**src/hdl/tbcr_pkg.sv**
```systemverilog
// ----------------------------------------------------------------------------
// Tile-map box collision resolver: shared definitions
// Widths, codes and types shared by the resolver's top, sequencer and collision unit.
// ----------------------------------------------------------------------------
package tbcr_pkg;

  // Solid-cell map geometry.
  localparam int MapDepth = 4096;
  localparam int AddrW    = 12;

  // Field widths of the request and configuration ports.
  localparam int CoordW = 24;
  localparam int HalfW  = 16;
  localparam int EdgeW  = 16;
  localparam int GridW  = 7;
  localparam int CfgIdxW = 2;

  // Internal positions are doubled coordinates (units of 1/512). Tile centres
  // stay below 2^25 in magnitude for sides up to 256, and a push lands at a
  // centre plus or minus the summed half size, so 28 signed bits suffice.
  localparam int PosW  = 28;
  localparam int DiffW = PosW + 1;
  localparam int SumW  = 18;

  typedef logic signed [PosW-1:0] pos_t;

  // Request kinds.
  localparam logic KindWrite = 1'b0;
  localparam logic KindQuery = 1'b1;

  // Configuration register indexes.
  localparam logic [CfgIdxW-1:0] RegGridWidth  = 2'd0;
  localparam logic [CfgIdxW-1:0] RegGridHeight = 2'd1;
  localparam logic [CfgIdxW-1:0] RegTileEdge   = 2'd2;

  // Control from the sequencer to the collision unit.
  typedef struct packed {
    logic load;  // capture a new box at query acceptance
    logic eval;  // a visited cell that lies inside the map is at the unit
  } push_ctrl_t;

endpackage

```
**src/hdl/tbcr_seq.sv**
```systemverilog
// ----------------------------------------------------------------------------
// Tile-map box collision resolver: sequencer
// Clears the map after reset, sets up the tile centres of a query with one
// shared multiplier and walks the grid one cell per cycle.
// ----------------------------------------------------------------------------
module tbcr_seq import tbcr_pkg::*; #(
  parameter int MaxSide = 64
) (
  input  logic             clk_i,
  input  logic             rst_ni,
  input  logic             query_i,
  input  logic [GridW-1:0] grid_width_i,
  input  logic [GridW-1:0] grid_height_i,
  input  logic [EdgeW-1:0] tile_i,
  output logic             busy_o,
  output logic             clear_o,
  output logic [AddrW-1:0] addr_o,
  output push_ctrl_t       push_o,
  output pos_t             cx_o,
  output pos_t             cy_o,
  output logic             finish_o
);

  localparam int SideW = $clog2(MaxSide + 1);
  localparam int CellW = $clog2(MaxSide * MaxSide);
  localparam int IdxW  = (CellW > AddrW) ? CellW : AddrW;
  localparam int ProdW = SideW + EdgeW;

  localparam logic [2:0] StClear  = 3'd0;
  localparam logic [2:0] StIdle   = 3'd1;
  localparam logic [2:0] StMulY   = 3'd2;
  localparam logic [2:0] StMulX   = 3'd3;
  localparam logic [2:0] StScan   = 3'd4;
  localparam logic [2:0] StDrain  = 3'd5;
  localparam logic [2:0] StFinish = 3'd6;

  logic [2:0]       state_q, state_d;
  logic [SideW-1:0] col_q, col_d, row_q, row_d;
  logic [IdxW-1:0]  idx_q, idx_d;
  pos_t             cx0_q, cx0_d, cx_q, cx_d, cy_q, cy_d;
  logic             ev_valid_q, ev_valid_d, ev_inmap_q, ev_inmap_d;
  pos_t             ev_cx_q, ev_cx_d, ev_cy_q, ev_cy_d;

  logic [SideW-1:0] width, height, mul_a;
  logic [ProdW-1:0] prod;
  pos_t             step;
  logic             last_col, last_row;

  // Sides above the supported maximum saturate.
  assign width  = (32'(grid_width_i) > MaxSide) ? SideW'(MaxSide) : SideW'(grid_width_i);
  assign height = (32'(grid_height_i) > MaxSide) ? SideW'(MaxSide) : SideW'(grid_height_i);

  // Shared multiplier for the first row and column centres.
  assign mul_a = (state_q == StMulY) ? (height - SideW'(1)) : (width - SideW'(1));
  assign prod  = ProdW'(mul_a) * ProdW'(tile_i);
  assign step  = pos_t'({tile_i, 1'b0});

  assign last_col = (col_q == width - SideW'(1));
  assign last_row = (row_q == height - SideW'(1));

  // Next-state logic.
  always_comb begin
    state_d    = state_q;
    col_d      = col_q;
    row_d      = row_q;
    idx_d      = idx_q;
    cx0_d      = cx0_q;
    cx_d       = cx_q;
    cy_d       = cy_q;
    ev_valid_d = 1'b0;
    ev_inmap_d = ev_inmap_q;
    ev_cx_d    = ev_cx_q;
    ev_cy_d    = ev_cy_q;
    unique case (state_q)
      StClear: begin
        idx_d = idx_q + IdxW'(1);
        if (idx_q[AddrW-1:0] == '1) begin
          state_d = StIdle;
        end
      end
      StIdle: begin
        if (query_i) begin
          if (width == '0 || height == '0) begin
            state_d = StFinish;
          end else begin
            state_d = StMulY;
          end
        end
      end
      StMulY: begin
        cy_d    = pos_t'(prod);
        state_d = StMulX;
      end
      StMulX: begin
        cx0_d   = pos_t'(0) - pos_t'(prod);
        cx_d    = pos_t'(0) - pos_t'(prod);
        col_d   = '0;
        row_d   = '0;
        idx_d   = '0;
        state_d = StScan;
      end
      StScan: begin
        // Hand the current cell to the evaluation stage.
        ev_valid_d = 1'b1;
        ev_inmap_d = ((idx_q >> AddrW) == '0);
        ev_cx_d    = cx_q;
        ev_cy_d    = cy_q;
        idx_d      = idx_q + IdxW'(1);
        if (last_col) begin
          col_d = '0;
          row_d = row_q + SideW'(1);
          cx_d  = cx0_q;
          cy_d  = cy_q - step;
          if (last_row) begin
            state_d = StDrain;
          end
        end else begin
          col_d = col_q + SideW'(1);
          cx_d  = cx_q + step;
        end
      end
      StDrain: begin
        state_d = StFinish;
      end
      StFinish: begin
        state_d = StIdle;
      end
      default: begin
        state_d = StIdle;
      end
    endcase
  end

  // Control registers.
  always_ff @(posedge clk_i or negedge rst_ni) begin
    if (!rst_ni) begin
      state_q    <= StClear;
      col_q      <= '0;
      row_q      <= '0;
      idx_q      <= '0;
      ev_valid_q <= 1'b0;
    end else begin
      state_q    <= state_d;
      col_q      <= col_d;
      row_q      <= row_d;
      idx_q      <= idx_d;
      ev_valid_q <= ev_valid_d;
    end
  end

  // Centre registers.
  always_ff @(posedge clk_i) begin
    cx0_q      <= cx0_d;
    cx_q       <= cx_d;
    cy_q       <= cy_d;
    ev_inmap_q <= ev_inmap_d;
    ev_cx_q    <= ev_cx_d;
    ev_cy_q    <= ev_cy_d;
  end

  assign busy_o      = (state_q != StIdle);
  assign clear_o     = (state_q == StClear);
  assign addr_o      = idx_q[AddrW-1:0];
  assign push_o.load = (state_q == StIdle) && query_i;
  assign push_o.eval = ev_valid_q && ev_inmap_q;
  assign cx_o        = ev_cx_q;
  assign cy_o        = ev_cy_q;
  assign finish_o    = (state_q == StFinish);

endmodule
```
**config.mk**
```make
export PLATFORM = sky130hd
export DESIGN_NAME = tbcr_seq
export DESIGN_NICKNAME = d
export VERILOG_FILES = /design/src/hdl/tbcr_pkg.sv /design/src/hdl/tbcr_seq.sv
export SDC_FILE = /design/constraint.sdc
export NUM_CORES = 1
export LEC_CHECK = 0
export BUFFER_PORTS_ARGS = -buffer_cell sky130_fd_sc_hd__clkbuf_2
export CORE_MARGIN = 2
export CORE_UTILIZATION = 50
export DETAILED_ROUTE_END_ITERATION = 10
export PLACE_DENSITY = 0.74
export SETUP_SLACK_MARGIN = 0.4
export SYNTH_ARGS = -nofsm -noshare
export SYNTH_HDL_FRONTEND = slang
export SYNTH_SLANG_ARGS = --single-unit
```
**constraint.sdc**
```tcl
create_clock -name clk_i -period 9.2 [get_ports clk_i]
set_input_delay 0.92 -clock clk_i [delete_from_list [all_inputs] [get_ports clk_i]]
set_output_delay 0.92 -clock clk_i [all_outputs]
set_load 0.005 [all_outputs]
```
* Word level (Yosys, flattened, before mapping) *
Index checks and enable logic that the tools add are counted.

storage, ports and cells
  register bits after elaboration = 170
  bits of input ports = 33
  output and inout bits = 73
  word-level logic and storage cells = 66

cells by class
  $add $sub $neg = 8
  multipliers = 1
  magnitude comparators = 2
  equal/unequal tests = 14
  muxes and demuxes = 19
  reduce and logical (&&, ||, !) cells = 12

operator list
  operator                                              count
  one-hot mux 28 bit (2 select lines)                   2
  2-to-1 mux 28 bit                                     2
  2-to-1 mux 7 bit                                      5
  adder 28 x 18 -> 28 bit                               1
  one-hot mux 7 bit (2 select lines)                    2
  subtractor 28 x 18 -> 28 bit                          1
  one-hot mux 12 bit (2 select lines)                   1
  subtractor 1 x 23 -> 24 bit, first input constant     1
  multiplier 7 x 16 -> 23 bit                           1
  one-hot mux 3 bit (6 select lines)                    1
  2-to-1 mux 3 bit                                      5
  adder 7 x 1 -> 7 bit, second input constant           2
  == test 7 bit                                         2
  greater-than comparator 7 bit, second input constant  2
  logical NOT 7 bit                                     2
  subtractor 7 x 1 -> 7 bit, second input constant      2
  adder 12 x 1 -> 12 bit, second input constant         1
  == test 12 bit, second input constant                 1
  == test 3 bit, second input constant                  3
  == test 3 x 2 -> 1 bit, second input constant         2
  != test 2 bit, second input constant                  3
  nonzero test 2 bit                                    3
  AND reduction 2 bit                                   2
  AND reduction 4 bit                                   1
  8 further kinds                                       8

* Longest topological paths before layout *
  depth in word-level cells = 7
  depth in mapped cells = 30
  mapped depth without buffers = 27

* Worst setup path after synthesis *
Ideal clock, no wire load.

  path type = in2reg
  start = in grid_height_i[0]
  end = reg cx_q[23] (data pin)
  library setup time = 0.272 ns
  data arrival time = 7.390 ns
  data required time = 8.928 ns
  setup slack = 1.539 ns
  cell stages on the path = 25
  buffers on the path = 1
  path through = nor2b_1 > inv_1 > ha_1 > nor2_1 > a21oi_1 > a22o_1 > a21oi_1 > clkbuf_1 > nor2_1 > fa_1 > fa_1 > fa_1 > inv_1 > fa_1 > inv_1 > ha_1 > a21oi_1 > a21oi_1 > a31oi_2 > nand2_1 > o311a_1 > a211o_1 > or4b_4 > o41ai_4 > o21ai_1

on the way
  cells in the longest elaborated chain, start to end = 7

RTL lines
  what                                     RTL line         text
  start, declared                          tbcr_seq.sv:13   input logic [GridW-1:0] grid_height_i,
  greater-than comparator 7 bit            tbcr_seq.sv:51   assign height = (32'(grid_height_i) > MaxSide) ? SideW'(MaxSide) : SideW'(grid_height_i);
  2-to-1 mux 7 bit (*)                     tbcr_seq.sv:51
  subtractor 7 x 1 -> 7 bit (*)            tbcr_seq.sv:54   assign mul_a = (state_q == StMulY) ? (height - SideW'(1)) : (width - SideW'(1));
  2-to-1 mux 7 bit (*)                     tbcr_seq.sv:54
  multiplier 7 x 16 -> 23 bit (*)          tbcr_seq.sv:55   assign prod = ProdW'(mul_a) * ProdW'(tile_i);
  subtractor 1 x 23 -> 24 bit (*)          tbcr_seq.sv:96   cx_d = pos_t'(0) - pos_t'(prod);
  one-hot mux 28 bit (2 select lines) (*)  tbcr_seq.sv:74   unique case (state_q)
  via cx_d[23]                             tbcr_seq.sv:40   pos_t cx0_q, cx0_d, cx_q, cx_d, cy_q, cy_d;
  end signal, assigned                     tbcr_seq.sv:154  cx_q <= cx_d;
  end, declared                            tbcr_seq.sv:40

The timed path passes the listed nets; every way through them passes the cells marked *.
A chain may end at the register's enable or synchronous reset.

* Final worst setup path *
  start = in grid_height_i[2]
  end = reg cx_q[23] (data pin)

The elaborated chain is that of the path after synthesis.

==> impl_metrics.tcl <==
set metrics [dict create \
    cp.arrival_ns 8.36 \
    hp-class "reg -> reg" \
    async_reset_ff_frac 0.181 \
    fmax_mhz 122 \
    postLayoutCellArea_um2 14700 \
    ff2ff_path_depth 21 \
    final_common_cell "edfxtp_1" \
    final_antenna_net_count 0 \
    cts_buffers 17 \
    wl_um 32400 \
    clock_latency_ns 0.43 \
    ctsHoldBuffers 0 \
    synth_nets 1546 \
    die_h_um 167 \
    grt_usage 0.237 \
    grt_pass1_wl_um 53200 \
    die_w_um 167 \
    cts.clk_slew.worst_paths_ns 0.07 \
    synth_cell_types 88 \
    dp_hpwl_um 24600 \
    ctsHtreeMaxLevel 4 \
    dp.cells 1777 \
    antenna_found_initial 0 \
    min_from "cy_q[0]" \
    startpoint_type "primary input" \
    rsz0062_at_grt "no" \
    synth-edff-count 136 \
    avgSynthCellArea_um2 9.72 \
    num_antenna_cells 0 \
    cts_sinks 166 \
    tritoncts "yes" \
    drtIter0Drc 960 \
    setup_viol 0 \
    grt-ovfl-total 0 \
    core_um2 26000 \
    hold_path_depth 0 \
    worstMarginPinSlew_ns 1.15 \
    crit_type "in -> reg" \
    slew_viol_final 0 \
    required_ns 9.36 \
    syn_to_final_growth_pct 11.1 \
    worstSetupEndpointType "register" \
    synth_warnings 0 \
    dieArea_um2 27800 \
    synth_seq_cells 166 \
    portBuffers 105 \
    grt_pass1_vias 10300 \
    fin_skew_ns 0.0150 \
    root_buffer "clkbuf_16" \
    drc_errors 0 \
    first_pass_iters 5 \
    routedWlPerCell_um 17.9 \
    outcome "completed" \
    syn-instance-count 1361 \
    final_cell_mix "edfxtp_1, nand2_1, inv_1, clkbuf_2, nor2_1" \
    rr_endpoint "cx_q[23]" \
    fin_crit_sh 0.892 \
    io_pins 106 \
    synthFlopType "edfxtp_1" \
    timing.rr.start "state_q[2]" \
    min_period_ns 8.20 \
    via_per_inst 5.79 \
    stdcell_count 1809 \
    initial_core_util 0.509 \
    setup_tns_ns 0 \
    post_cts_buffers 0 \
    synth_area_um2 13200 \
    dpl_cell_area_um2 14100 \
    slew-limit-headroom 0.232 \
    hold_violations 0 \
    r2r_slack_ns 1.29 \
    gp_congestion 0.906 \
    clockBufferDepth 2 \
    grt_start_max_net_pins 74 \
    hold_end "cy_o[0]" \
    maxCapViolCount 0 \
    ys_seq_area_frac 0.365 \
    vias 10500 \
    final_core_util 0.566 \
    cp_max_fo 12 \
    layout.nets 1646 \
    cts_resized 0 \
    rows 59 \
    post_route_cells_drive_above_1_share 0.126 \
]
## cell families after synthesis
family	after synthesis	synth area share
AOI/OAI and AO/OA	294	0.148
buffers and inverters	170	0.0498
and+or+nand+nor	480	0.186
muxes	10	0.00823
adders and majority gates	152	0.184
DFF	166	0.365
xor gates and xnor gates	89	0.0589
## critical path: stages
cell      delay (ns)
clkbuf_2        0.10
or3_1           0.42
or3_1           0.39
xnor2_1         0.20
nor3_1          0.08
a21oi_1         0.53
and2_1          0.24
fa_1            0.45
fa_1            0.51
fa_1            0.55
inv_1           0.06
fa_1            0.53
inv_1           0.04
ha_1            0.43
a21oi_1         0.41
a21oi_1         0.19
a31oi_2         0.22
nand2_1         0.11
o311a_1         0.42
a211o_1         0.33
or4b_4          0.56
o41ai_4         0.53
o21ai_1         0.13
## layer usage
layer  share of wire  routed length, um  up-vias  GRT usage
met5               0                  0        -          0
met4           0.025                806        0     0.0686
met3           0.066               2160       52     0.0364
met2            0.47              15300      364      0.388
met1            0.44              14200     5078      0.330
li1                -                  -     4988          -
## cell type report
cell class / count / area [um2]
sequential: 166 / 4830
tap: 335 / 419
multi-input combinational: 1025 / 7740
inverter: 130 / 489
clock buffer: 17 / 425
timing repair buffer: 121 / 646
clock inverter: 15 / 141
fill: 2253 / 11300
## worst max-delay path by stage
stage                      from  endpoint  slack (ns)
3_5_place_dp   grid_height_i[2]  cx_q[23]        0.68
2_1_floorplan  grid_height_i[0]  cx_q[23]        1.54
5_1_grt        grid_height_i[2]  cx_q[23]        0.56
3_3_place_gp   grid_height_i[2]  cx_q[25]        0.83
6_report       grid_height_i[2]  cx_q[23]         1.0
4_1_cts        grid_height_i[2]  cx_q[24]        1.04
## synthesized netlist by cell type (6+ instances only)
library cell / n / area share
fa_1: 71 / 0.11
o21ai_0: 82 / 0.031
nor2b_1: 17 / 0.0080
edfxtp_1: 136 / 0.31
o21ai_1: 7 / 0.0026
nor2_1: 91 / 0.026
nor4_1: 6 / 0.0028
a211oi_1: 11 / 0.0062
o21a_1: 7 / 0.0040
nand4_1: 12 / 0.0057
and2_1: 72 / 0.034
dfrtp_1: 30 / 0.057
a21oi_1: 69 / 0.026
nand3_1: 29 / 0.011
buf_2: 8 / 0.0030
o31ai_1: 12 / 0.0068
a21o_1: 17 / 0.0096
a31oi_1: 8 / 0.0038
clkbuf_1: 30 / 0.0085
and3_1: 16 / 0.0076
mux2i_1: 6 / 0.0045
nand2_1: 135 / 0.038
or3_1: 14 / 0.0066
nand2b_1: 20 / 0.0095
or2_2: 9 / 0.0043
o211ai_1: 10 / 0.0057
xnor2_1: 60 / 0.040
ha_1: 81 / 0.077
o22ai_1: 6 / 0.0028
xor2_1: 29 / 0.019
nor3_1: 29 / 0.011
inv_1: 129 / 0.037
## registers in the layout, indices dropped and copies added (netlist names)
register    count
cx_o           28
cx_q           28
cy_o           28
cy_q           28
cx0_q          24
addr_o         12
col_q           7
row_q           7
state_q         3
ev_valid_q      1
## through the flow
| step | hold WS [ns] | setup WS [ns] |
|---|---|---|
| after global placement | 0.411 | 0.834 |
| after detailed placement | 0.412 | 0.676 |
| after floorplan | 0.400 | 1.54 |
| final | 0.426 | 0.997 |
| after CTS | 0.428 | 1.04 |
| after global routing | 0.433 | 0.560 |
Power is left out: the tool's default activity adds up to more than one toggle a clock period on the data nets, which glitch-free logic cannot reach.
