$ cat config.mk
export PLATFORM = sky130hd
export DESIGN_NAME = tbcr_push_unit
export DESIGN_NICKNAME = d
export VERILOG_FILES = /design/src/hdl/tbcr_pkg.sv /design/src/hdl/tbcr_push_unit.sv
export SDC_FILE = /design/constraint.sdc
export NUM_CORES = 1
export LEC_CHECK = 0
export BUFFER_PORTS_ARGS = -buffer_cell sky130_fd_sc_hd__buf_2
export CORE_MARGIN = 8
export CORE_UTILIZATION = 40
export DETAILED_ROUTE_END_ITERATION = 16
export RECOVER_POWER = 25
export SETUP_SLACK_MARGIN = 0.5
export SYNTH_ARGS = -nofsm -noshare
export SYNTH_HDL_FRONTEND = slang
export SYNTH_SLANG_ARGS = --single-unit
$ cat constraint.sdc
create_clock -name clk_i -period 6.2 [get_ports clk_i]
set_clock_uncertainty 0.1 [all_clocks]
set_input_delay 0.62 -clock clk_i [delete_from_list [all_inputs] [get_ports clk_i]]
set_output_delay 0.62 -clock clk_i [all_outputs]
set_load 0.01 [all_outputs]
$ cat src/hdl/tbcr_pkg.sv
// ----------------------------------------------------------------------------
// Tile-map box collision resolver: shared definitions
// Widths, codes and types shared by the resolver's top, sequencer and collision unit.
// ----------------------------------------------------------------------------
package tbcr_pkg;

  // Solid-cell map geometry.
  localparam int MapDepth = 4096;
  localparam int AddrW    = 12;

  // Field widths of the request and configuration ports.
  localparam int CoordW = 24;
  localparam int HalfW  = 16;
  localparam int EdgeW  = 16;
  localparam int GridW  = 7;
  localparam int CfgIdxW = 2;

  // Internal positions are doubled coordinates (units of 1/512). Tile centres
  // stay below 2^25 in magnitude for sides up to 256, and a push lands at a
  // centre plus or minus the summed half size, so 28 signed bits suffice.
  localparam int PosW  = 28;
  localparam int DiffW = PosW + 1;
  localparam int SumW  = 18;

  typedef logic signed [PosW-1:0] pos_t;

  // Request kinds.
  localparam logic KindWrite = 1'b0;
  localparam logic KindQuery = 1'b1;

  // Configuration register indexes.
  localparam logic [CfgIdxW-1:0] RegGridWidth  = 2'd0;
  localparam logic [CfgIdxW-1:0] RegGridHeight = 2'd1;
  localparam logic [CfgIdxW-1:0] RegTileEdge   = 2'd2;

  // Control from the sequencer to the collision unit.
  typedef struct packed {
    logic load;  // capture a new box at query acceptance
    logic eval;  // a visited cell that lies inside the map is at the unit
  } push_ctrl_t;

endpackage

$ cat src/hdl/tbcr_push_unit.sv
// ----------------------------------------------------------------------------
// Tile-map box collision resolver: collision unit
// Holds the box position and tests it against one tile per cycle, pushing
// the box out along the axis of smaller overlap.
// ----------------------------------------------------------------------------
module tbcr_push_unit import tbcr_pkg::*; (
  input  logic              clk_i,
  input  push_ctrl_t        ctrl_i,
  input  logic              solid_i,
  input  logic [CoordW-1:0] box_x_i,
  input  logic [CoordW-1:0] box_y_i,
  input  logic [HalfW-1:0]  box_half_i,
  input  logic [EdgeW-1:0]  tile_i,
  input  pos_t              cx_i,
  input  pos_t              cy_i,
  output pos_t              px_o,
  output pos_t              py_o
);

  pos_t            px_q, px_d, py_q, py_d;
  logic [SumW-1:0] sum2_q, sum2_d;

  logic signed [DiffW-1:0] dx, dy;
  logic [DiffW-1:0]        adx, ady, sum_ext;
  pos_t                    sum_s;
  logic                    hit, push_x;

  // Centre differences and their magnitudes.
  assign dx      = DiffW'(px_q) - DiffW'(cx_i);
  assign dy      = DiffW'(py_q) - DiffW'(cy_i);
  assign adx     = dx[DiffW-1] ? -dx : dx;
  assign ady     = dy[DiffW-1] ? -dy : dy;
  assign sum_ext = DiffW'(sum2_q);
  assign sum_s   = pos_t'(sum2_q);

  // Overlap is strictly positive on both axes when both distances are below
  // the summed half size; the larger distance has the smaller overlap.
  assign hit    = ctrl_i.eval && solid_i && (adx < sum_ext) && (ady < sum_ext);
  assign push_x = adx > ady;

  // A push places the box exactly at the tile edge it was pushed from.
  always_comb begin
    px_d   = px_q;
    py_d   = py_q;
    sum2_d = sum2_q;
    if (ctrl_i.load) begin
      px_d   = {{(PosW-CoordW-1){box_x_i[CoordW-1]}}, box_x_i, 1'b0};
      py_d   = {{(PosW-CoordW-1){box_y_i[CoordW-1]}}, box_y_i, 1'b0};
      sum2_d = SumW'(tile_i) + SumW'({box_half_i, 1'b0});
    end else if (hit) begin
      if (push_x) begin
        px_d = dx[DiffW-1] ? (cx_i - sum_s) : (cx_i + sum_s);
      end else begin
        py_d = dy[DiffW-1] ? (cy_i - sum_s) : (cy_i + sum_s);
      end
    end
  end

  always_ff @(posedge clk_i) begin
    px_q   <= px_d;
    py_q   <= py_d;
    sum2_q <= sum2_d;
  end

  assign px_o = px_q;
  assign py_o = py_q;

endmodule

---- Yosys cells after proc, flatten, opt, wreduce, memory -nomap -nowiden ----
Cells that the tools add are included.
cells by class
  $add $sub $neg .......................... 9
  multipliers ............................. 0
  divide/modulo/power cells ............... 0
  magnitude comparators ................... 3
  eq/ne operators ......................... 1
  shift operators ......................... 0
  mux-type cells .......................... 10
  bitwise operators ....................... 1
  reductions and logical operators ........ 9
operator list
  kind                  count
  $mux W28              8
  $lt A29 B18 Y1        2
  $mux W29              2
  $neg A29 Y29          2
  $sub A28 B28 Y29      2
  $add A28 B19 Y28      2
  $sub A28 B19 Y28      2
  $gt A29 B29 Y1        1
  $add A16 B17 Y18      1
  $reduce_and A2 Y1     4
  $reduce_bool A2 Y1    2
  $logic_and A1 B1 Y1   3
  $ne A2 B2 Y1 const B  1
  $not A1 Y1            1
word-level totals
  bits in registers ....................... 74
  latch bits .............................. 0
  memory bits (writable) .................. 0
  bits in read-only memories .............. 0
  bits of input ports ..................... 140
  output and inout port bits .............. 56
  word-level logic and storage cells ...... 38
  memories ................................ 0

---- Longest topological paths before layout ----
Gate-level depths: netlist of the first run.
  word-level depth ........................ 8
  mapped depth ............................ 30
  mapped depth without buffers ............ 28

---- Least setup slack after synthesis of the first run ----
OpenSTA, ideal clock, no wires.
  kind .................................... input-to-reg
  from .................................... input cy_i[0]
  to ...................................... register py_q[10] (netlist: py_o[10]) (enable)
  setup time .............................. 388 ps
  data arrival time ....................... 6315 ps
  required time ........................... 5712 ps
  setup slack ............................. -603 ps
  stages .................................. 26
  buffers on the path ..................... 1
  cell sequence ........................... ha_1 -> fa_1 -> nand2b_1 -> a211oi_2 -> nor2_1 -> o21ai_2 -> a31oi_1 -> o41a_1 -> o21bai_1 -> clkbuf_1 -> a21oi_1 -> xor2_1 -> inv_1 -> ha_1 -> a21o_1 -> a2111oi_0 -> nor2_1 -> nor2_1 -> o31a_1 -> o211ai_1 -> o311ai_0 -> o31a_1 -> nor3_1 -> o2bb2ai_1 -> nand2_4 -> nand2b_1
on the way
  word-level cells in the longest chain between the ends .. 7
  elaborated cells on any way between the ends .. 9
  classes of those cells .................. add/sub (2); order compare (2); eq/ne (1); mux (1); reduce/logical (3)
RTL lines
  what                                    RTL line              text
  start, declared                         tbcr_push_unit.sv:15  input pos_t cy_i,
  $sub A28 B28 Y29 (*)                    tbcr_push_unit.sv:30  assign dy = DiffW'(py_q) - DiffW'(cy_i);
  $neg A29 Y29                            tbcr_push_unit.sv:32  assign ady = dy[DiffW-1] ? -dy : dy;
  $mux W29 (*)                            tbcr_push_unit.sv:32
  $lt A29 B18 Y1                          tbcr_push_unit.sv:38  assign hit = ctrl_i.eval && solid_i && (adx < sum_ext) && (ady < sum_ext);
  $logic_and A1 B1 Y1                     tbcr_push_unit.sv:38
  $reduce_bool A2 Y1 (no source line)     -
  $reduce_and A2 Y1 (no source line) (*)  -
  end signal, assigned                    tbcr_push_unit.sv:61  py_q <= py_d;
  end, declared                           tbcr_push_unit.sv:20  pos_t px_q, px_d, py_q, py_d;
Every way passes the cells marked *; elsewhere a longest branch is shown, timed or not.
A chain may end at the register's enable or synchronous reset.

---- Worst setup path after layout of the first run ----
  from .................................... register py_q[3] (netlist: py_o[3])
  to ...................................... register py_q[7] (netlist: py_o[7]) (enable)
on the way
  word-level cells in the longest chain between the ends .. 7
  elaborated cells on any way between the ends .. 9
  classes of those cells .................. add/sub (2); order compare (2); eq/ne (1); mux (1); reduce/logical (3)
RTL lines
  what                                    RTL line
  $sub A28 B28 Y29 (*)                    tbcr_push_unit.sv:30
  $neg A29 Y29                            tbcr_push_unit.sv:32
  $mux W29 (*)                            tbcr_push_unit.sv:32
  $lt A29 B18 Y1                          tbcr_push_unit.sv:38
  $logic_and A1 B1 Y1                     tbcr_push_unit.sv:38
  $reduce_bool A2 Y1 (no source line)     -
  $reduce_and A2 Y1 (no source line) (*)  -
Marked as above.

==> reports/results.txt, run 1 <==
Worst Tran Pin Value -> 3.05 ns
Final Hold Fails -> 0
Filler cells -> 3316
Routed Wire Length -> 46.4 mm
Clock Power Share -> 0.121
Switching Share -> 0.463
Yosys reg bits -> 74
CP delay by family, top -> compound AO/OA/AOI/OAI gates
minimum clock period -> 5.92 ns
top_reg_cell synth -> edfxtp_1
Seq/Total Area, Yosys -> 0.160
slowest stage delay, CP -> 0.46 ns
Placer Congestion -> 0.882
CTS tree -> done
Top cell by count, worst path -> buf_6
Seq pwr share -> 0.131
Leakage -> 8.44 nW
Port Buf Inserts -> 195
Synth warnings -> 0
H-tree depth -> 3
violated checks -> max-capacitance violations, max-slew violations
critical path data required time -> 6.18 ns
PwrDens -> 266 mW/mm²
status -> complete, but fails checks
fin util -> 0.545
first-pass GRT wire length -> 72.8 mm
Pwr Total -> 4.96 mW
total clock sinks -> 74
Die Span X -> 201 µm
RSZ-0062 raised after global routing -> yes
Syn Std Cell Area -> 0.0137 mm²
CP max-delay cell -> edfxtp_1
total CTS buffers -> 9
Critical Path Source Type -> register
vias in the first global route -> 14200
Pint -> 2.66 mW
Clock Path Buffers -> 2
net switching power -> 2.29 mW
grt total ovfl -> 0
R2R Path Start -> py_o[3]$_DFFE_PP_
DRC -> 0
share of layout cells above drive strength 1 -> 0.306
multi-input combinational cell area -> 0.0119 mm²
Distinct cells, synth -> 101
CP bufs+invs -> 8
final number of setup-violating endpoints -> 0
Final ANT Viol Nets -> 0
Final period util -> 0.955
total track usage -> 0.217
number of diodes -> 0
area grow syn2layout -> 35.8%
ys async rst share -> 0
setup_tns -> 0 ns
Crit Path Category -> register to register
Starting Density -> 0.401
Worst IR Drop VDD -> 0.182 mV
Final Max Slew Viols -> 50
logic gate share of total power -> 0.748
syn nets -> 2056
Max-slew headroom -> -1.03
Die Height -> 201 µm
antenna violations before repair -> 1
First-pass DRT Iterations -> 5
Hold WC Path Type -> input pin to register
hold_sp -> tile_i[0]
worst setup path startpoint -> py_o[3]$_DFFE_PP_
IO Pins -> 196
worst path arrival time -> 5.90 ns
setup slack, reg-to-reg -> 0.28 ns
DP HPWL -> 37.2 mm
via count -> 14300
hold buffer count at CTS -> 0
clk root buf -> clkbuf_16
CP Capture Type -> register
Skew-Pair Late Insertion Delay -> 0.37 ns
Max Cap Viol -> 1
Die Area -> 0.0405 mm²
largest net degree at the start of global routing -> 50
core area -> 0.0342 mm²
Site Rows -> 68
flip-flop and latch area -> 0.00220 mm²
post-DR vias/cell -> 5.54
Routed WL per cell -> 17.9 µm
Avg Cell Area, Syn -> 7.97 µm²
Fmax -> 169 MHz
number of synthesized flops with an enable pin -> 72
dpl ws -> -0.187 ns
final net count -> 2463
Mapped Cells -> 1722
Critical Path Fanout Max -> 8
final setup margin -> 0.279 ns
Initial DRC Count -> 734
Clock transition at path regs -> 0.06 ns
Hold WS -> 0.335 ns
[logic make-up after synthesis]
logic type                 synth area share
xor gates and xnor gates              0.113
buffers and inverters                0.0562
and+or+nand+nor                       0.199
muxes                               0.00693
AOI/OAI and AO/OA                     0.285
adders and majority gates             0.180
DFF                                   0.160
[synth_stat cells, types with 20 or more instances]
master | n | area [µm²]
ha_1 | 189 | 2360
nand2_1 | 176 | 661
inv_1 | 137 | 514
xnor2_1 | 120 | 1050
a21oi_1 | 111 | 556
nor2_1 | 107 | 402
o21ai_0 | 94 | 470
edfxtp_1 | 72 | 2160
xor2_1 | 52 | 455
a21o_1 | 51 | 383
nor3_1 | 45 | 225
clkbuf_1 | 44 | 165
o21a_1 | 38 | 285
o31ai_2 | 37 | 463
nand3_1 | 31 | 155
o31ai_1 | 28 | 210
nand2b_1 | 25 | 156
nand4_1 | 23 | 144
or3_1 | 23 | 144
nor2b_1 | 20 | 125
[metal layers]
metal	vias to the layer above	share of wire	global-route usage
met2	373	0.47	0.368
met3	67	0.043	0.0265
li1	7184	-	-
met5	-	0	0
met1	6724	0.46	0.283
met4	0	0.026	0.0668
[cells in the final DEF (no fill, tap or decap), types with 27 or more instances in the layout]
cell type,instances
a21o_1,50
a21oi_1,93
buf_2,161
buf_4,222
clkbuf_1,34
edfxtp_1,72
ha_1,177
inv_1,135
nand2_1,173
nand3_1,27
nor2_1,102
nor3_1,37
o21a_1,38
o21ai_0,67
o31ai_2,32
xnor2_1,107
xor2_1,45
[power by group through the flow]
stage	Combinational, mW	Clock [mW]	Sequential [mW]
after detailed placement	3.18	0	0.659
after global placement	3.12	0	0.659
after global routing	4.08	0.624	0.654
after floorplan	2.24	0	0.653
after CTS	3.38	0.614	0.648
final	3.71	0.602	0.650
[cell type report]
class                   instances  share of cell area
multi-input cells            1455               0.636
clock inverters                 7             0.00497
clock buffers                   9              0.0121
flip-flops and latches         74               0.118
well taps                     455              0.0305
repair buffers                452               0.170
inverters                     137              0.0277
[what timing repair did]
item | CTS | global route
resized for setup | 87 | 118
pin swaps | 47 | 69
setup endpoints to repair | 110 | 110
setup buffers | 32 | 33
gates cloned | 6 | 0
[sequential cells by signal, indices dropped and copies added, names as in the netlist]
signal / count
px_o: 28
py_o: 28
sum2_q: 18
[stage by stage]
| step | instances | instance area (µm²) |
|---|---|---|
| 2_1_floorplan | 1722 | 14000 |
| 3_3_place_gp | 2502 | 16600 |
| 3_5_place_dp | 2502 | 16600 |
| 4_1_cts | 2556 | 17800 |
| 5_1_grt | 2589 | 18600 |
| 6_report | 2589 | 18600 |
[final timing paths]
check,endpoint,depth (start not counted)
worst min register to register,px_o[0]$_SDFFE_PP0P_,3
worst min-delay path,sum2_q[0]$_DFFE_PP_,1
worst max-delay path,py_o[7]$_DFFE_PP_,31
worst max register to register,py_o[7]$_DFFE_PP_,31
Note: power is estimated with default switching activity, not from simulation.
==> run 2, diff against run 1 <==
--- a/config.mk
+++ b/config.mk
@@ -7,8 +7,11 @@
 export LEC_CHECK = 0
 export BUFFER_PORTS_ARGS = -buffer_cell sky130_fd_sc_hd__buf_2
 export CORE_MARGIN = 8
-export CORE_UTILIZATION = 40
+export CORE_UTILIZATION = 50
+export CTS_BUF_LIST = sky130_fd_sc_hd__clkbuf_16
 export DETAILED_ROUTE_END_ITERATION = 16
+export HOLD_SLACK_MARGIN = 0.08
+export PLACE_DENSITY = 0.74
 export RECOVER_POWER = 25
 export SETUP_SLACK_MARGIN = 0.5
 export SYNTH_ARGS = -nofsm -noshare
==> reports/results.txt, run 2 (synthesis gave the netlist of run 1 again) <==
status -> finished, final reports clean
area grow syn2layout -> 29.8%
Site Rows -> 60 (-12%)
worst path arrival time -> 6.00 ns (+0.10 ns)
Starting Density -> 0.509 (+0.108)
Die Height -> 182 µm (-9.7%)
worst setup path startpoint -> py_o[9]$_DFFE_PP_
largest net degree at the start of global routing -> 67 (+34%)
Port Buf Inserts -> 195 (unchanged)
Leakage -> 8.03 nW (-4.8%)
Critical Path Source Type -> register
core area -> 0.0270 mm² (-21%)
total track usage -> 0.250 (+0.0336)
most frequent cells in the layout -> 178 x ha_1, 172 x nand2_1, 160 x buf_2
worst reg2reg path endpoint -> py_o[9]$_DFFE_PP_
total CTS buffers -> 9 (unchanged)
Worst IR Drop VDD -> 0.134 mV (-27%)
Placer Congestion -> 0.962 (+9.0%)
total clock sinks -> 74 (unchanged)
CTS tree -> done
clk root buf -> clkbuf_16
grt total ovfl -> 0 (unchanged)
crit path capture -> py_o[9]$_DFFE_PP_
final net count -> 2391 (-2.9%)
post-DR vias/cell -> 6.02 (+8.6%)
Hold WC Path Type -> input pin to register
Max Cap Viol -> 0 (-1)
most common cell after layout, fill and taps aside -> ha_1
Clock Path Buffers -> 2 (unchanged)
setup_tns -> 0 ns (unchanged)
RSZ-0062 raised after global routing -> yes
antenna violations before repair -> 2 (+1)
vias in the first global route -> 14100 (-0.90%)
Routed Wire Length -> 45.2 mm (-2.5%)
DP HPWL -> 34.4 mm (-7.6%)
IO Pins -> 196 (unchanged)
Die Span X -> 182 µm (-9.7%)
H-tree depth -> 3 (unchanged)
Routed WL per cell -> 18.8 µm (+5.0%)
Critical Path Fanout Max -> 8 (unchanged)
DRC -> 0 (unchanged)
Fmax -> 166 MHz (-1.7%)
minimum clock period -> 6.02 ns (+0.100 ns)
Worst Tran Pin Value -> 0.996 ns (-2.05 ns)
PwrDens -> 266 mW/mm² (about the same)
via count -> 14500 (+0.86%)
Crit Path Category -> register to register
fin area -> 0.0178 mm² (-4.4%)
R2R Path Start -> py_o[9]$_DFFE_PP_
Clock transition at path regs -> 0.07 ns (about the same)
Final Max Slew Viols -> 0 (-100%)
R2R depth -> 26 (-16%)
Pwr Total -> 4.74 mW (-4.5%)
First-pass DRT Iterations -> 5 (unchanged)
hold buffer count at CTS -> 0 (unchanged)
share of layout cells above drive strength 1 -> 0.273 (-0.0330)
Initial DRC Count -> 1203 (+64%)
first-pass GRT wire length -> 68.8 mm (-5.4%)
Skew-Pair Late Insertion Delay -> 0.36 ns (about the same)
area of placed instances -> 0.0161 mm² (-3.2%)
setup slack, reg-to-reg -> 0.18 ns (-0.10 ns)
Die Area -> 0.0330 mm² (-18%)
CP Capture Type -> register
Final period util -> 0.971 (+0.0161)
critical path data required time -> 6.18 ns (about the same)
Final ANT Viol Nets -> 0 (unchanged)
final number of setup-violating endpoints -> 0 (unchanged)
Max-slew headroom -> 0.336 (+1.37)
Final Hold Fails -> 0 (unchanged)
==> run 2: per-stage QoR <==
step	utilization	std cells	worst slack (ns)	hold slack, ns
2_1_floorplan	-	1722	0.282	0.510
3_3_place_gp	0.598	2330	-0.00544	0.493
3_5_place_dp	0.598	2330	-0.0458	0.508
4_1_cts	0.629	2372	0.360	0.337
5_1_grt	0.661	2404	-0.0189	0.347
6_report	0.661	2404	0.179	0.350
==> run 2: worst max-delay path, stage by stage (launching register included) <==
cell and delay [ns]:
edfxtp_1 0.40, ha_1 0.31, a21o_1 0.23, a31o_1 0.28, a221oi_2 0.32, o21ai_2 0.13
a31oi_1 0.21, o41a_1 0.31, o21ba_4 0.27, o21ai_2 0.09, xnor2_2 0.16, ha_1 0.32
a21o_1 0.20, a2111oi_4 0.30, a21oi_1 0.13, o21ai_1 0.16, a211o_1 0.17, a21oi_2 0.07
nor3b_4 0.21, o211a_1 0.20, nand4_1 0.14, nor4b_4 0.32, buf_4 0.19, nand2_8 0.09
nand2b_4 0.19, buf_6 0.14, buf_16 0.11
==> run 2: layer usage <==
metal  GRT usage  share of wire  vias up
met5           0              0        -
met4      0.0882          0.031        0
met3      0.0419          0.063       95
met2       0.429           0.48      555
met1       0.312           0.43     6779
li1            -              -     7043
==> run 2: timing repair <==
action                     CTS  global route
pin swaps                   26            73
setup buffers               21            25
setup endpoints to repair  110           110
cloned                       5             6
resized for setup           60           104
==> run 2: worst min-delay path by stage <==
stage	from	to	slack, ns	cells past startpoint
after global placement	px_o[0]$_SDFFE_PP0P_	px_o[0]$_SDFFE_PP0P_	0.49	3
after global routing	tile_i[0]	sum2_q[0]$_DFFE_PP_	0.35	1
final	tile_i[0]	sum2_q[0]$_DFFE_PP_	0.35	1
after detailed placement	px_o[0]$_SDFFE_PP0P_	px_o[0]$_SDFFE_PP0P_	0.51	3
after CTS	tile_i[0]	sum2_q[0]$_DFFE_PP_	0.34	1
after floorplan	py_o[0]$_SDFFE_PP0P_	py_o[0]$_SDFFE_PP0P_	0.51	3
==> run 2: layout make-up <==
cell class / instances / area [µm²]
diodes: 1 / 2.50
clock buffers: 9 / 225
clock inverters: 7 / 70.1
fillers: 2244 / 9140
inverters: 137 / 517
multi-input cells: 1455 / 11700
flip-flops and latches: 74 / 2200
well taps: 341 / 427
repair buffers: 380 / 2670
==> run 2: power by group <==
part	internal, mW	switching [mW]
logic	1.58	1.95
registers	0.605	0.0442
clock network	0.312	0.245
==> run 3, diff against run 2 <==
--- a/config.mk
+++ b/config.mk
@@ -6,12 +6,14 @@
 export NUM_CORES = 1
 export LEC_CHECK = 0
 export BUFFER_PORTS_ARGS = -buffer_cell sky130_fd_sc_hd__buf_2
+export CELL_PAD_IN_SITES_DETAIL_PLACEMENT = 1
+export CELL_PAD_IN_SITES_GLOBAL_PLACEMENT = 1
 export CORE_MARGIN = 8
-export CORE_UTILIZATION = 50
+export CORE_UTILIZATION = 40
 export CTS_BUF_LIST = sky130_fd_sc_hd__clkbuf_16
 export DETAILED_ROUTE_END_ITERATION = 16
 export HOLD_SLACK_MARGIN = 0.08
-export PLACE_DENSITY = 0.74
+export PLACE_DENSITY_LB_ADDON = 0.1
 export RECOVER_POWER = 25
 export SETUP_SLACK_MARGIN = 0.5
 export SYNTH_ARGS = -nofsm -noshare
==> reports/results.txt, run 3 (synthesis gave the netlist of run 1 again) <==
status -> finished, final reports clean
H-tree depth -> 3 (unchanged)
PwrDens -> 274 mW/mm² (+3.0%)
number of diodes -> 0 (-1)
final number of setup-violating endpoints -> 0 (unchanged)
Final period util -> 0.988 (+0.0168)
Die Area -> 0.0405 mm² (+23%)
Max Cap Viol -> 0 (unchanged)
met1 WL -> 24.0 mm (+24%)
total track usage -> 0.244 (-0.00599)
Worst IR Drop VDD -> 0.181 mV (+35%)
RSZ-0062 raised after global routing -> yes
most common cell after layout, fill and taps aside -> buf_4
Final Max Slew Viols -> 0 (unchanged)
Final Hold Fails -> 0 (unchanged)
Hold WC Path Type -> input pin to register
worst path arrival time -> 6.13 ns (+0.13 ns)
CP max-delay cell -> o41a_1
minimum clock period -> 6.13 ns (+0.104 ns)
fin area -> 0.0185 mm² (+3.9%)
met2 WL -> 25.8 mm (+20%)
Placer Congestion -> 0.879 (-8.6%)
Starting Density -> 0.401 (-0.108)
Die Height -> 201 µm (+11%)
WL met3 -> 1.54 mm (-46%)
most frequent cells in the layout -> 224 x buf_4, 176 x ha_1, 174 x nand2_1
DP HPWL -> 41.2 mm (+20%)
area grow syn2layout -> 34.8%
top layer in use -> met4
flip-flop and latch area -> 0.00220 mm² (about the same)
final setup margin -> 0.0749 ns (-0.104 ns)
dpl ws -> -0.372 ns (-0.326 ns)
largest net degree at the start of global routing -> 66 (-1.5%)
Critical Path Source Type -> register
Leakage -> 8.44 nW (+5.0%)
grt total ovfl -> 0 (unchanged)
Port Buf Inserts -> 195 (unchanged)
CTS tree -> done
Site Rows -> 68 (+13%)
core area -> 0.0342 mm² (+27%)
clk root buf -> clkbuf_16
Worst Tran Pin Value -> 0.794 ns (-0.202 ns)
First-pass DRT Iterations -> 5 (unchanged)
Die Span X -> 201 µm (+11%)
Initial DRC Count -> 630 (-48%)
critical path data required time -> 6.20 ns (+0.02 ns)
Skew-Pair Late Insertion Delay -> 0.37 ns (about the same)
Routed WL per cell -> 20.2 µm (+7.5%)
Clock Path Buffers -> 2 (unchanged)
via count -> 14700 (+1.5%)
CP delay by family, top -> compound AO/OA/AOI/OAI gates
Routed Wire Length -> 52.5 mm (+16%)
post-DR vias/cell -> 5.66 (-5.9%)
Crit Path Category -> register to register
slowest stage delay, CP -> 0.41 ns (about the same)
CP Capture Type -> register
total clock sinks -> 74 (unchanged)
area of placed instances -> 0.0167 mm² (+3.6%)
Final ANT Viol Nets -> 0 (unchanged)
Filler cells -> 4224 (+88%)
final net count -> 2469 (+3.3%)
first-pass GRT wire length -> 81.5 mm (+18%)
multi-input combinational cell area -> 0.0117 mm² (-0.17%)
Clock transition at path regs -> 0.07 ns (about the same)
Max-slew headroom -> 0.465 (+0.129)
CP bufs+invs -> 4 (+1)
Critical Path Fanout Max -> 3 (-5)
vias in the first global route -> 15200 (+7.7%)
total CTS buffers -> 9 (unchanged)
hold buffer count at CTS -> 0 (unchanged)
antenna violations before repair -> 1 (-1)
Fmax -> 163 MHz (-1.7%)
share of layout cells above drive strength 1 -> 0.306 (+0.0332)
IO Pins -> 196 (unchanged)
DRC -> 0 (unchanged)
## run 3: metrics by stage
stage	power [mW]	hold slack (ns)	instances	TNS, ns	utilization
2_1_floorplan	2.89	0.510	1722	0	-
3_3_place_gp	3.86	0.544	2502	-3.25	0.488
3_5_place_dp	3.96	0.550	2502	-16.02	0.488
4_1_cts	4.78	0.324	2560	0	0.521
5_1_grt	5.44	0.349	2594	-8.36	0.541
6_report	5.07	0.339	2594	0	0.541
## run 3: worst paths after layout
check,start,to,slack (ns),cells after the start
max,py_o[0]$_SDFFE_PP0P_,py_o[24]$_DFFE_PP_,0.07,29
max reg2reg,py_o[0]$_SDFFE_PP0P_,py_o[24]$_DFFE_PP_,0.07,29
min reg2reg,py_o[0]$_SDFFE_PP0P_,py_o[0]$_SDFFE_PP0P_,0.51,3
min,tile_i[0],sum2_q[0]$_DFFE_PP_,0.34,1
## run 3: what timing repair did
| action | in CTS | in global routing |
|---|---|---|
| setup endpoints to repair | 110 | 110 |
| cloned | 6 | 3 |
| buffers inserted | 37 | 31 |
| pin swaps | 45 | 63 |
| resized for setup | 94 | 83 |
## run 3: per-layer routing
layer  vias to the layer above  GRT usage
li1                       7174          -
met1                      7195      0.317
met2                       259      0.430
met3                        62     0.0240
met4                         0     0.0592
met5                         -          0
## run 3: layout make-up
cell class	instances	share of cell area
repair buffers	457	0.176
clock buffers	9	0.0122
well taps	455	0.0308
flip-flops and latches	74	0.119
inverters	137	0.0279
multi-input cells	1456	0.631
clock inverters	6	0.00277
## run 3: report_power, final
| group | internal [mW] | switching [mW] | leakage (nW) |
|---|---|---|---|
| Clock | 0.305 | 0.241 | 0.145 |
| Combinational | 1.79 | 2.08 | 7.58 |
| Sequential | 0.606 | 0.0470 | 0.713 |
## run 3: worst register-to-register path, delay by kind of cell (launching register included)
| kind | cells | cell delay (ns) |
|---|---|---|
| XOR/XNOR | 2 | 0.35 |
| flip-flops | 1 | 0.35 |
| adder cells (fa/ha/maj) | 3 | 0.83 |
| buffers and inverters | 4 | 0.54 |
| AO/OA/AOI/OAI | 15 | 3.03 |
| AND/OR/NAND/NOR | 5 | 0.66 |
